### src/rtl/core/spe_pkg.sv
// shared constants, opcodes and sequencer states for the stack p-code execute unit
// no dependencies
package spe_pkg;

  localparam int STACK_DEPTH_DEF = 64;
  localparam int WORD_BITS_DEF   = 32;
  localparam int PC_BITS_DEF     = 16;

  // signed width for pointer and index arithmetic, wide enough for any word value
  localparam int IDX_W = 66;

  localparam logic [4:0] OP_PUSH = 5'd0;
  localparam logic [4:0] OP_POP  = 5'd1;
  localparam logic [4:0] OP_ADD  = 5'd2;
  localparam logic [4:0] OP_SUB  = 5'd3;
  localparam logic [4:0] OP_MUL  = 5'd4;
  localparam logic [4:0] OP_DIV  = 5'd5;
  localparam logic [4:0] OP_EQ   = 5'd6;
  localparam logic [4:0] OP_NEQ  = 5'd7;
  localparam logic [4:0] OP_LT   = 5'd8;
  localparam logic [4:0] OP_LE   = 5'd9;
  localparam logic [4:0] OP_GT   = 5'd10;
  localparam logic [4:0] OP_GE   = 5'd11;
  localparam logic [4:0] OP_AND  = 5'd12;
  localparam logic [4:0] OP_OR   = 5'd13;
  localparam logic [4:0] OP_JUMP = 5'd14;
  localparam logic [4:0] OP_BRCT = 5'd15;
  localparam logic [4:0] OP_BRCF = 5'd16;
  localparam logic [4:0] OP_CALL = 5'd17;
  localparam logic [4:0] OP_RET  = 5'd18;

  typedef enum logic [4:0] {
    S_IDLE, S_DEC, S_PUSHW, S_POPW, S_BIN1, S_BIN2, S_EXEC, S_DIV, S_BRW,
    S_CALL0, S_CALL1, S_CALL2, S_RET1, S_RET2, S_RET3, S_RET4, S_RET5,
    S_TOP, S_TOPW, S_OUT
  } st_t;

  typedef struct packed {
    logic busy;
    logic done;
  } div_status_t;

endpackage

### src/rtl/core/spe_stack_mem.sv
// stack word memory, one write and one registered read port, valid bit per entry
// depends on spe_pkg
module spe_stack_mem
  import spe_pkg::*;
#(
  parameter int DEPTH = STACK_DEPTH_DEF,
  parameter int W     = WORD_BITS_DEF,
  localparam int AW   = $clog2(DEPTH)
) (
  input  logic          clk,
  input  logic          rst_n,
  input  logic          we,
  input  logic [AW-1:0] waddr,
  input  logic [W-1:0]  wdata,
  input  logic [AW-1:0] raddr,
  input  logic          rok,
  output logic [W-1:0]  rdata,
  output logic [W-1:0]  bottom
);

  logic [W-1:0]     mem [DEPTH];
  logic [DEPTH-1:0] valid_r;
  logic [W-1:0]     mem_q_r;
  logic             sel_r;
  logic [W-1:0]     bottom_r;

  always_ff @(posedge clk) begin
    if (we) begin
      mem[waddr] <= wdata;
    end
    mem_q_r <= mem[raddr];
  end

  always_ff @(posedge clk) begin
    if (!rst_n) begin
      valid_r  <= '0;
      sel_r    <= 1'b0;
      bottom_r <= '0;
    end else begin
      sel_r <= rok && valid_r[raddr];
      if (we) begin
        valid_r[waddr] <= 1'b1;
        if (waddr == '0) begin
          bottom_r <= wdata;
        end
      end
    end
  end

  // unwritten or out-of-range entries read as zero
  assign rdata  = sel_r ? mem_q_r : '0;
  assign bottom = bottom_r;

endmodule

### config.mk
export PLATFORM = sky130hd
export DESIGN_NAME = spe_stack_mem
export DESIGN_NICKNAME = d
export VERILOG_FILES = /design/src/rtl/core/spe_pkg.sv /design/src/rtl/core/spe_stack_mem.sv
export SDC_FILE = /design/constraint.sdc
export NUM_CORES = 2
export LEC_CHECK = 0
export ABC_AREA = 1
export BUFFER_PORTS_ARGS = -buffer_cell sky130_fd_sc_hd__buf_2
export CORE_MARGIN = 1
export CORE_UTILIZATION = 45
export DETAILED_ROUTE_END_ITERATION = 10
export PLACE_DENSITY = 0.64
export SYNTH_ARGS = -nofsm -noshare
export SYNTH_HDL_FRONTEND = slang
export SYNTH_SLANG_ARGS = --single-unit
### constraint.sdc
create_clock -name clk -period 3.2 [get_ports clk]
set_input_delay 0.16 -clock clk [delete_from_list [all_inputs] [get_ports clk]]
set_output_delay 0.16 -clock clk [all_outputs]
set_load 0.02 [all_outputs]
# [Yosys cells after proc, flatten, opt, wreduce, memory -nomap -nowiden]
# Memory sizes are Yosys's and may differ from the RTL's. A register that Yosys moved wholly into a read port is not among the register bits.
# Index checks and enable logic that the tools add are counted.
[classes] n_lt_le_gt_ge=3 mux=7 n_bitwise=1 n_reduce_logical=4
[op_table] operator="bitwise OR 64 bit" count=1
[op_table] operator="2-to-1 mux 32 bit" count=1
[op_table] operator="< comparator 6 x 7 -> 1 bit, second input constant" count=2
[op_table] operator="binary-select mux 1 bit (select 6 bit)" count=1
[op_table] operator="demux 1 bit (select 6 bit)" count=1
[op_table] operator=">= comparator 6 x 1 -> 1 bit, second input constant" count=1
[op_table] operator="logical NOT 6 bit" count=1
[op_table] operator="2-to-1 mux 1 bit" count=4
[op_table] operator="logical AND 1 bit" count=2
[op_table] operator="AND reduction 2 bit" count=1
[totals] regBits=97 mem_bits_rw=2048 in_bits=48 output_inout_bits=64 elab_cells=19 mem_count=1
[mem_list] name="mem" depth=64 width=32 rd=1 rd_clocked_by_memory_dff=1 write_ports=1 line="spe_stack_mem.sv:21" source="logic [W-1:0] mem [DEPTH];"

# [Depth between registers and ports, before layout]
[logic_depth] depth_word=5 ltp_mapped=14 depth_no_buf=11

# [Worst setup path after synthesis]
# Ideal clock, no wire load.
[synth_path] path_kind="input to register" start="in we" end="mem mem[55][0] (netlist name), enable pin" t_arrival_ns=2.071 slack_ns=0.707 stages=4 cell_sequence="clkinv_1 -> nor3_1 -> inv_1 -> nor2_1"
[synth_via] elab_chain_cells=2
[synth_rtl] item="start, declared" line="spe_stack_mem.sv:12" source="input logic we,"
[synth_rtl] item="2-to-1 mux 1 bit" line="spe_stack_mem.sv:28" source="if (we) begin"
[synth_rtl] item="2-to-1 mux 1 bit (implied by the code)" line="spe_stack_mem.sv:29" source="mem[waddr] <= wdata;"
[synth_rtl] item="end, declared" line="spe_stack_mem.sv:21"
# No other way between the ends.

# [Final worst setup path]
[layout_path] start="in raddr[2]" end="reg sel_r"
[layout_via] elab_chain_cells=3
[layout_rtl] item="start, declared" line="spe_stack_mem.sv:15" source="input logic [AW-1:0] raddr,"
[layout_rtl] item="binary-select mux 1 bit (select 6 bit)" line="spe_stack_mem.sv:40" source="sel_r <= rok && valid_r[raddr];"
[layout_rtl] item="2-to-1 mux 1 bit (implied by the code)" line="spe_stack_mem.sv:40"
[layout_rtl] item="logical AND 1 bit" line="spe_stack_mem.sv:40"
[layout_rtl] item="end signal, assigned" line="spe_stack_mem.sv:40"
[layout_rtl] item="end, declared" line="spe_stack_mem.sv:24" source="logic sel_r;"
# No other way between the ends. The select of a mux whose other input is x is not followed.
# A chain may end at the register's enable or synchronous reset.

==> results.yml <==
placed_design:
  finalWeightedCongestion: 0.8440
  placed_area_um2: 91200
  io_buffers: 111
  dpl.cell_count: 9700
  hpwl_um: 137900
clock_network:
  cts_buffers: 212
  cts_max_path_buffers: 3
  path_clk_slew_ps: 60
  cts_sinks: 2177
  htreeDepth: 4
  root_buffer: "clkbuf_16"
  postCtsSetupRepairBufs: 0
  cts_tree: "done"
  clk_latency_ps: 870
timing:
  setup-tns-final_ps: 0
  fin_skew_ps: 34.81
  relSlewSlack_pct: 26.29
  period_minus_slack_ps: 2921
  finalSetupViolCount: 0
  rsz0062_at_grt: "false"
  hold_viol: 0
  fmax_mhz: 342.4
  period_share_pct: 91.28
  drv_slew: 0
  worst_slew_pin_slew_ps: 1106
power_and_ir_drop:
  p_leak_nw: 34.81
  vdd_drop_max_mv: 0.4683
  power_density_nw_per_um2: 603.4
worst_setup_path:
  crit_fanout: 49
  cp_slowest_cell: "dlygate4sd3_1"
  cp_num_buf_inv: 6
  startpoint_type: "primary input"
  critPathArrivalTime_ps: 3720
  crit_family: "buffers and inverters"
  worst_path_most_repeated_cell: "nand3_1"
  worstPathCellList: "dlygate4sd3_1, buf_8, inv_8, buf_4, nand3_1, nand3_1, nand3_1, nand3_1, nand2_1, dlygate4sd3_1, nor2_1, dlygate4sd3_1"
  reg2reg_slack_ps: 810
  timing_worst_setup_path_type: "primary input to register"
  worstPathRequired_ps: 4000
  critPathMaxStageDelay_ps: 570
  crit_path_end_kind: "register"
synth:
  synth_simple_gate_area_share_pct: 22.60
  yosys-top-cells-area: "edfxtp_1 (71%), nand3_1 (12%), nand2_1 (9.7%)"
  yosysTopAreaCellShare_pct: 70.94
  synth_edf_count: 2048
  avgSynthCellArea_um2: 11.87
  synth_top_family_by_area: "simple AND/OR/NAND/NOR gates"
  synth-compound-area-share_pct: 0.2540
  synthMuxAreaShare_pct: 0
  ys.flop_type: "edfxtp_1"
  synthXorXnorAreaFrac_pct: 0
  ys_seq_area_share_pct: 73.92
  synth_nets: 7353
  async_reset_ff_share_pct: 0
  syn-cell-area_um2: 86690
  synthTopCellsByCount: "nand2_1 (2233), edfxtp_1 (2048), nand3_1 (1996)"
  ys_types: 20
  synth_most_common_cell: "nand2_1"
  yosysTopAreaCell: "edfxtp_1"
  syn_inst: 7305
  ys_warn_count: 0
  synthAdderAreaFrac_pct: 0
  ys_seq_elements: 2177
drt:
  route.vias.total: 57570
  dr.pass1.iters: 6
  drt_drc_violations_left: 0
  ant_nets: 0
  drt_wl_total_um: 242900
  vias_per_cell: 5.675
  wl_per_cell_um: 23.94
  drtIter0Drc: 6792
final_layout:
  fillCellCount: 16160
  instances_no_fill: 10150
  drive_gt1_share_pct: 9.409
  fin_area_um2: 98320
  final_nets: 7492
  register_area_um2: 64080
  multi_input_area_um2: 20280
  syn2layout_area_growth_pct: 13.41
floorplan:
  die_x_um: 440.9
  core_area_um2: 190800
  io_pins: 112
  core.rowCount: 160
  die_area_um2: 194400
  die_y_um: 440.9
  start_util_pct: 45.44
min_path:
  hp-class: "primary input to register"
grt:
  grt_max_degree: 107
  overflow: 0
  grt_usage_pct: 24.83
  grt_pass1_vias: 54460
  antenna_found_initial: 14
  grt_pass1_wl_um: 358500
run:
  max_cap_viol_count: 0
outcome:
  outcome: "completed"
==> cell usage in the layout (no fill, tap or decap) <==
cell type,Yosys,routed
clkinv_8,0,7
clkbuf_8,0,15
clkinvlp_4,0,5
bufinv_16,0,9
clkinv_1,3,52
buf_6,18,1
nor2_1,270,207
buf_2,237,103
o21ai_0,32,32
nand2_1,2233,2233
clkbuf_1,104,64
nand3_1,1996,1996
nor2_4,0,63
inv_8,0,2
dfxtp_1,129,129
o21ai_1,6,6
a21oi_1,6,6
edfxtp_1,2048,2048
dlygate4sd3_1,0,41
buf_12,0,72
diode_2,0,4
buf_4,78,183
clkinv_16,0,2
inv_16,0,3
buf_8,1,3
inv_1,65,64
clkinv_2,0,30
inv_2,3,2
inv_6,0,3
nor3_1,12,12
clkbuf_16,0,215
and2_1,23,23
==> metal layers <==
layer / wire length, µm / share of wire, % / global-route usage, % / vias up
li1: - / - / - / 26060
met1: 99130 / 41 / 34.23 / 28460
met2: 115900 / 48 / 40.15 / 2654
met3: 21290 / 8.8 / 4.469 / 393
met4: 6573 / 2.7 / 7.473 / 2
met5: 13 / 0.0054 / 0 / -
==> repair_timing <==
action                                 4_1_cts  5_1_grt
hold buffers                                41        0
endpoints found under the hold margin      916        0
resized for setup                            0        0
==> cell type report <==
class / count / share of cell area (%)
tap: 2511 / 3.195
inverter: 72 / 0.3130
multi-input combinational: 4578 / 20.63
antenna: 4 / 0.01018
timing repair buffer: 403 / 3.862
clock buffer: 294 / 5.926
sequential: 2177 / 65.17
clock inverter: 107 / 0.8908
==> worst paths after layout <==
path                from          end  cells after the start
min            wdata[22]  mem[14][22]                      1
max             raddr[2]        sel_r                     12
min reg2reg   valid_r[2]   valid_r[2]                      2
max reg2reg  valid_r[47]        sel_r                     10
==> flip-flops by register name, indices dropped and copies added (netlist names) <==
| name | flops |
|---|---|
| mem | 2048 |
| mem_q_r | 32 |
| sel_r | 1 |
| valid_r | 64 |
| bottom | 32 |
==> metrics by stage <==
stage	hold WS (ps)	util, %	setup WS, ps	total power [mW]
6_report	58.45	51.54	279.1	59.33
3_5_place_dp	456.8	47.80	415.3	35.76
5_1_grt	74.64	51.53	212.4	60.95
4_1_cts	8.978	51.53	351.5	59.58
2_1_floorplan	258.9	-	707.0	34.01
3_3_place_gp	449.1	47.80	400.6	35.72
==> worst reg2reg max path: stages, from the launching register on <==
cell	delay, ps
dfxtp_1	310
nand2_1	60
nand3_1	100
nand3_1	90
nand3_1	120
nand3_1	210
nand3_1	180
nand2_1	100
dlygate4sd3_1	550
nor2_1	40
dlygate4sd3_1	540
==> power by group <==
group / switching [mW] / leakage [nW] / internal, mW
logic: 2.76 / 12.1 / 0.973
registers: 0.127 / 19.5 / 31.4
clock network: 10.6 / 3.25 / 13.5
total: 13.5 / 34.8 / 45.8
==> cell families after synthesis <==
group,count (synthesis)
AO/OA/AOI/OAI,44
buffers and inverters,550
flip-flops,2177
AND/OR/NAND/NOR,4534
No activity file was read; power rests on OpenSTA's default activity.
