--- config.mk ---
export PLATFORM = sky130hd
export DESIGN_NAME = spe_divider
export DESIGN_NICKNAME = d
export VERILOG_FILES = /design/src/rtl/core/spe_pkg.sv /design/src/rtl/core/spe_divider.sv
export SDC_FILE = /design/constraint.sdc
export NUM_CORES = 1
export LEC_CHECK = 0
export BUFFER_PORTS_ARGS = -buffer_cell sky130_fd_sc_hd__buf_2
export CORE_AREA = 2 2 152 139
export DETAILED_ROUTE_END_ITERATION = 16
export DIE_AREA = 0 0 154 141
export PLACE_DENSITY = 0.6
export SLEW_MARGIN = 5
export SYNTH_ARGS = -nofsm -noshare
export SYNTH_HDL_FRONTEND = slang
export SYNTH_SLANG_ARGS = --single-unit
--- constraint.sdc ---
create_clock -name clk -period 4.4 [get_ports clk]
set_input_delay 0.22 -clock clk [delete_from_list [all_inputs] [get_ports clk]]
set_output_delay 0.22 -clock clk [all_outputs]
set_load 0.05 [all_outputs]
--- src/rtl/core/spe_pkg.sv ---
// shared constants, opcodes and sequencer states for the stack p-code execute unit
// no dependencies
package spe_pkg;

  localparam int STACK_DEPTH_DEF = 64;
  localparam int WORD_BITS_DEF   = 32;
  localparam int PC_BITS_DEF     = 16;

  // signed width for pointer and index arithmetic, wide enough for any word value
  localparam int IDX_W = 66;

  localparam logic [4:0] OP_PUSH = 5'd0;
  localparam logic [4:0] OP_POP  = 5'd1;
  localparam logic [4:0] OP_ADD  = 5'd2;
  localparam logic [4:0] OP_SUB  = 5'd3;
  localparam logic [4:0] OP_MUL  = 5'd4;
  localparam logic [4:0] OP_DIV  = 5'd5;
  localparam logic [4:0] OP_EQ   = 5'd6;
  localparam logic [4:0] OP_NEQ  = 5'd7;
  localparam logic [4:0] OP_LT   = 5'd8;
  localparam logic [4:0] OP_LE   = 5'd9;
  localparam logic [4:0] OP_GT   = 5'd10;
  localparam logic [4:0] OP_GE   = 5'd11;
  localparam logic [4:0] OP_AND  = 5'd12;
  localparam logic [4:0] OP_OR   = 5'd13;
  localparam logic [4:0] OP_JUMP = 5'd14;
  localparam logic [4:0] OP_BRCT = 5'd15;
  localparam logic [4:0] OP_BRCF = 5'd16;
  localparam logic [4:0] OP_CALL = 5'd17;
  localparam logic [4:0] OP_RET  = 5'd18;

  typedef enum logic [4:0] {
    S_IDLE, S_DEC, S_PUSHW, S_POPW, S_BIN1, S_BIN2, S_EXEC, S_DIV, S_BRW,
    S_CALL0, S_CALL1, S_CALL2, S_RET1, S_RET2, S_RET3, S_RET4, S_RET5,
    S_TOP, S_TOPW, S_OUT
  } st_t;

  typedef struct packed {
    logic busy;
    logic done;
  } div_status_t;

endpackage

--- src/rtl/core/spe_divider.sv ---
// signed restoring divider, one quotient bit per cycle, truncates toward zero
// depends on spe_pkg
module spe_divider
  import spe_pkg::*;
#(
  parameter int W = WORD_BITS_DEF
) (
  input  logic        clk,
  input  logic        rst_n,
  input  logic        start,
  input  logic [W-1:0] dividend,
  input  logic [W-1:0] divisor,
  output logic [W-1:0] quotient,
  output div_status_t  status
);

  localparam int CW = $clog2(W + 1);

  logic [W-1:0]  rem_r, q_r, d_r;
  logic          neg_r, busy_r, done_r;
  logic [CW-1:0] cnt_r;
  logic [W:0]    shifted, diff;

  assign shifted = {rem_r, q_r[W-1]};
  assign diff    = shifted - {1'b0, d_r};

  always_ff @(posedge clk) begin
    if (!rst_n) begin
      busy_r <= 1'b0;
      done_r <= 1'b0;
    end else begin
      done_r <= 1'b0;
      if (start) begin
        busy_r <= 1'b1;
        cnt_r  <= CW'(W);
        rem_r  <= '0;
        q_r    <= dividend[W-1] ? (~dividend + W'(1)) : dividend;
        d_r    <= divisor[W-1] ? (~divisor + W'(1)) : divisor;
        neg_r  <= dividend[W-1] ^ divisor[W-1];
      end else if (busy_r) begin
        if (!diff[W]) begin
          rem_r <= diff[W-1:0];
          q_r   <= {q_r[W-2:0], 1'b1};
        end else begin
          rem_r <= shifted[W-1:0];
          q_r   <= {q_r[W-2:0], 1'b0};
        end
        cnt_r <= cnt_r - CW'(1);
        if (cnt_r == CW'(1)) begin
          busy_r <= 1'b0;
          done_r <= 1'b1;
        end
      end
    end
  end

  assign quotient    = neg_r ? (~q_r + W'(1)) : q_r;
  assign status.busy = busy_r;
  assign status.done = done_r;

endmodule

### Word-level counts from Yosys, hierarchy flattened

Cells that the tools add are included.

* $add $sub $neg: 5
* multipliers: 0
* divide/modulo/power cells: 0
* magnitude comparators: 0
* equal/unequal tests: 1
* shifts and indexed selects: 0
* mux-type cells: 13
* bitwise gates (word level): 6
* reduce and logical (&&, ||, !) cells: 4

Operators with widths (count)
* $mux 32: 6
* $add 32x1->32 const B: 3
* $not 32->32: 3
* $sub 33x32->33: 1
* $mux 31: 1
* $eq 6x1->1 const B: 1
* $mux 6: 1
* $sub 6x1->6 const B: 1
* $mux 1: 5
* $reduce_and 2->1: 2
* $reduce_or 3->1: 1
* $not 1->1: 2
* $reduce_bool 2->1: 1
* $xor 1x1->1: 1

* register bits: 105
* latch bits: 0
* memory bits (writable): 0
* bits in read-only memories: 0
* word-level logic and storage cells: 37
* memories kept: 0

### Longest topological paths before layout

* word-level depth: 4
* gate-level depth with buffers: 14
* depth with buffers taken out: 12

### Worst setup path after synthesis

OpenSTA, ideal clock, no wires.

* path type: register to output
* start: register q_r[0]
* end: output port quotient[31]
* arrival time: 3787 ps
* data required time: 4180 ps
* slack: 393 ps
* stages on the path, launching flop included: 10
* cell sequence: edfxtp_1 -> or3_4 -> or4b_4 -> or4_1 -> or4_4 -> or4_4 -> or3_4 -> or2_4 -> o21ai_2 -> xnor2_1

* longest elaborated chain between the ends: 3

RTL lines
* start: declaration: RTL line spe_divider.sv:19 `logic [W-1:0] rem_r, q_r, d_r;`
* start signal: assignment: RTL line spe_divider.sv:37 `q_r <= dividend[W-1] ? (~dividend + W'(1)) : dividend;`
* start signal: assignment: RTL line spe_divider.sv:43 `q_r <= {q_r[W-2:0], 1'b1};`
* start signal: assignment: RTL line spe_divider.sv:46 `q_r <= {q_r[W-2:0], 1'b0};`
* $not 32->32: RTL line spe_divider.sv:57 `assign quotient = neg_r ? (~q_r + W'(1)) : q_r;`
* $add 32x1->32: RTL line spe_divider.sv:57
* $mux 32: RTL line spe_divider.sv:57
* end: declaration: RTL line spe_divider.sv:13 `output logic [W-1:0] quotient,`

Every way passes these cells.

### Worst setup path in the final report

* start: register q_r[1]
* end: output port quotient[31]

Same word-level chain as after synthesis.

==> key figures <==
Floorplan
  – Io pins: 101
  – Die H: 141 um
  – Die area: 21700 um2
  – Rows: 50
  – Chip Width: 154 um
  – Initial standard-cell utilization of the core: 38.9%
  – Core footprint: ~20000 um2

Worst hold path
  – Hold worst-path end: d_r[0]$_DFFE_PP_
  – Instance count along the most critical hold path: 1
  – Hold_sp: divisor[0]
  – Min-Delay Path Class: in2reg

Yosys
  – Sequential fraction of the synthesis area: approximately two fifths
  – Cell variety after synth: 57
  – Flop and latch count out of synthesis: 105
  – Post-synth ARST share: 0%
  – Number of flops mapped to enable cells by yosys: 103
  – Gate count after technology mapping: 856
  – Post-Syn Area per Cell: 9.23 um2
  – Most common flop cell mapped by yosys: edfxtp_1
  – Post-synth net total: 961
  – Synth Warn #: 0
  – Combined area of all synthesized cells: 7900 um2

Clock tree
  – Worst-Skew Late Latency: 0.36 ns
  – Clock transition at the registers of the reported paths: approximately 0.080 ns
  – Clock buffer count from CTS: 9
  – Clock H-tree levels: 3
  – Clock tree sinks: 105
  – Clock tree from TritonCTS: built
  – Cell chosen for the clock root: clkbuf_16
  – Number of buffers inserted for hold repair after clock tree synthesis: 0
  – Bufs on Longest Clock Path: 2

Finish
  – Number of nets at the end of the flow: between 1000 and 1500
  – Fraction of final layout cells sized beyond drive strength 1: between 10% and 20%
  – Number of fillers in the final layout: 1968
  – Area growth from synthesis to layout: 13.9%
  – Antenna Diode Count: 0
  – Final instance area: roughly 9000 um2

Setup path
  – Highest fanout seen on the critical path: 4
  – Startpoint of the lowest-slack register-to-register path: q_r[31]$_DFFE_PP_
  – CP Capture Type: primary output
  – Startpoint-to-endpoint class of the critical path: reg2out
  – Startpoint types: flop
  – Reg2reg path depth: 12
  – Register-to-register setup slack: 0.90 ns
  – Arrival time of the worst setup path: 4.12 ns
  – Reg-to-reg endpoint: rem_r[31]$_SDFFCE_PP0P_
  – Worst EP required: 4.18 ns

STA
  – Headroom to the max-slew limit: about 36%
  – Hold Vio Cnt, Final: 0
  – Part of the cycle the worst path needs: 98.7%
  – Unrepaired setup endpoints after global routing: true
  – Actual transition at the worst max-transition pin: 0.966 ns
  – Period minus WS final: 4.34 ns
  – Final Worst Setup Slack: 0.0554 ns
  – Count of endpoints failing setup in the final report: 0
  – Highest achievable clock rate: ~0.23 GHz
  – Number of pins exceeding their max-slew limit in the final report: 0
  – Worst Clk Skew: 0.00812 ns

Power and ir drop
  – Internal cell power: 2.17 mW
  – Leakage component of the power: between 3 and 4 nW
  – Total net switching power: approximately 1.2 mW
  – Peak VDD IR: 0.181 mV
  – PwrDens: roughly 380 nW/um2
  – Clock share of power: between 20% and 30%
  – Switching power as a share of total power: roughly 36%
  – Sequential power share: 38.2%
  – Sum of internal, switching and leakage power: around 3.4 mW
  – Gate power share: a little under two fifths

Routing
  – Final routed wirelength across all metal layers: 18.1 mm
  – Average wire per cell in the routed design: 15.0 um
  – Antenna Nets Post-Route: 0
  – Total iterations of the first detailed-routing run: 5
  – Post-detailed-route via-to-cell ratio: between 5 and 6
  – DR DRC count: 0
  – Vias after detailed routing: 6419
  – Initial DRC Count: approximately 350

Global route
  – Initial antenna violation count: 1
  – Vias in the first global route: between 5000 and 6000
  – First-pass GRT wire length: between 20 and 30 mm
  – Total global routing overflow: 0
  – Pin count of the biggest net entering global routing: 81
  – All-layer global routing usage: 16.9%

Place
  – DP HPWL: 13.9 mm
  – Placed cell area: 8640 um2
  – Placer Congestion: 0.830
  – Number of I/O port buffers: 100
  – Worst setup slack before clock tree synthesis: 0.327 ns

Run
  – Max-Cap Viols: 0

Status
  – Result of the run: finished, final reports clean
==> repair_timing <==
action | CTS | global route
buffers inserted | 2 | 2
gates resized for setup | 2 | 3
endpoints found under the setup margin | 2 | 4
==> area by class of cell <==
| cell class | instances | area [um2] | area share, % |
|---|---|---|---|
| Clock inverter | 7 | 86.3 | 0.960 |
| Sequential cell | 105 | 3130 | 34.8 |
| Multi-Input combinational cell | 667 | 4450 | 49.4 |
| Inverter | 50 | 188 | 2.09 |
| Tap cell | 260 | 325 | 3.62 |
| Timing Repair Buffer | 111 | 593 | 6.59 |
| Clock buffer | 9 | 225 | 2.50 |
==> flip-flops by register name, indices dropped and copies added, names as in the netlist <==
| register | count |
|---|---|
| busy_r | 1 |
| d_r | 32 |
| cnt_r | 6 |
| done_r | 1 |
| rem_r | 32 |
| q_r | 32 |
| neg_r | 1 |
==> critical path, stage by stage, from the launching register on <==
cell	delay (ns)
edfxtp_1	0.40
or3_4	0.42
or4b_4	0.53
or4_4	0.43
or4_4	0.45
or4_4	0.45
or3_4	0.35
or2_4	0.25
o21ai_2	0.14
xnor2_1	0.13
buf_4	0.21
==> routing by layer <==
metal	track usage, %	vias to the layer above	wire length, um
li1	-	3293	-
met1	23.7	3029	9160
met2	27.8	83	8380
met3	2.37	14	415
met4	3.54	0	167
met5	0	-	0
==> cell usage in the layout (no fill, tap or decap), drive strengths merged, types with 3 or more instances in the layout <==
cell      n
and3      6
a211oi    4
a31oi     5
a21oi    77
o21ai    57
edfxtp  103
or4      21
o31ai    25
nor2     80
o41ai    10
clkinv    3
nor4      7
mux2i    19
nand2b   10
xnor2    81
nand3    19
inv      53
nand3b    4
ha       37
o21bai    3
or2       7
o21a      5
clkbuf   11
buf     109
xor2     36
o211ai    6
mux2      8
nand2    71
or3      12
a21o     14
nor3     13
nor2b     4
and2      3
==> power groups by stage <==
stage	clock, mW	combinational, mW	sequential [mW]
5_1_grt	0.910	1.39	1.32
4_1_cts	0.881	1.26	1.30
6_report	0.853	1.25	1.30
3_5_place_dp	0	1.25	1.33
2_1_floorplan	0	0.968	1.30
3_3_place_gp	0	1.24	1.32
==> logic make-up after synthesis <==
| logic type | synth area share [%] |
|---|---|
| buffers and inverters | 4.13 |
| AND/OR/NAND/NOR | 16.4 |
| AO/OA/AOI/OAI | 17.2 |
| flip-flops | 39.7 |
| adder cells (fa/ha/maj) | 6.11 |
| XOR/XNOR | 13.0 |
| multiplexers | 3.55 |
==> per-stage QoR <==
| stage | utilization (%) | setup TNS (ns) | hold WS (ns) | cells |
|---|---|---|---|---|
| 2_1_floorplan | - | 0 | 0.319 | 856 |
| 3_3_place_gp | 42.5 | 0 | 0.456 | 1189 |
| 3_5_place_dp | 42.5 | 0 | 0.455 | 1189 |
| 4_1_cts | 44.1 | 0 | 0.0743 | 1207 |
| 5_1_grt | 44.2 | -0.254 | 0.0797 | 1209 |
| 6_report | 44.2 | 0 | 0.0896 | 1209 |
==> how the worst max path moves through the flow <==
stage                     start            to  slack [ns]  cells past startpoint
2_1_floorplan  q_r[0]$_DFFE_PP_  quotient[31]        0.39                      9
3_3_place_gp   q_r[1]$_DFFE_PP_  quotient[31]        0.36                     10
3_5_place_dp   q_r[0]$_DFFE_PP_  quotient[31]        0.33                     10
4_1_cts        q_r[2]$_DFFE_PP_  quotient[31]        0.02                     10
5_1_grt        q_r[1]$_DFFE_PP_  quotient[31]       -0.09                     10
6_report       q_r[1]$_DFFE_PP_  quotient[31]        0.06                     10
==> cells in the mapped netlist (all sizes together), types with 8 or more instances <==
library cell  count  area share (%)
a21o             14             1.3
a21oi            77             4.9
clkbuf           30             1.4
edfxtp          103              39
ha               37             5.9
inv              50             2.4
mux2              8             1.1
mux2i            19             2.4
nand2            71             3.4
nand2b           10            0.79
nand3            19             1.2
nor2             80             3.8
nor3             13            0.82
o21ai            57             3.7
o31ai            25             2.4
o41ai            10             1.1
or3              12             1.1
or4              21             2.1
xnor2            81             9.0
xor2             36             4.0
Power figures use the tool's default switching activity.
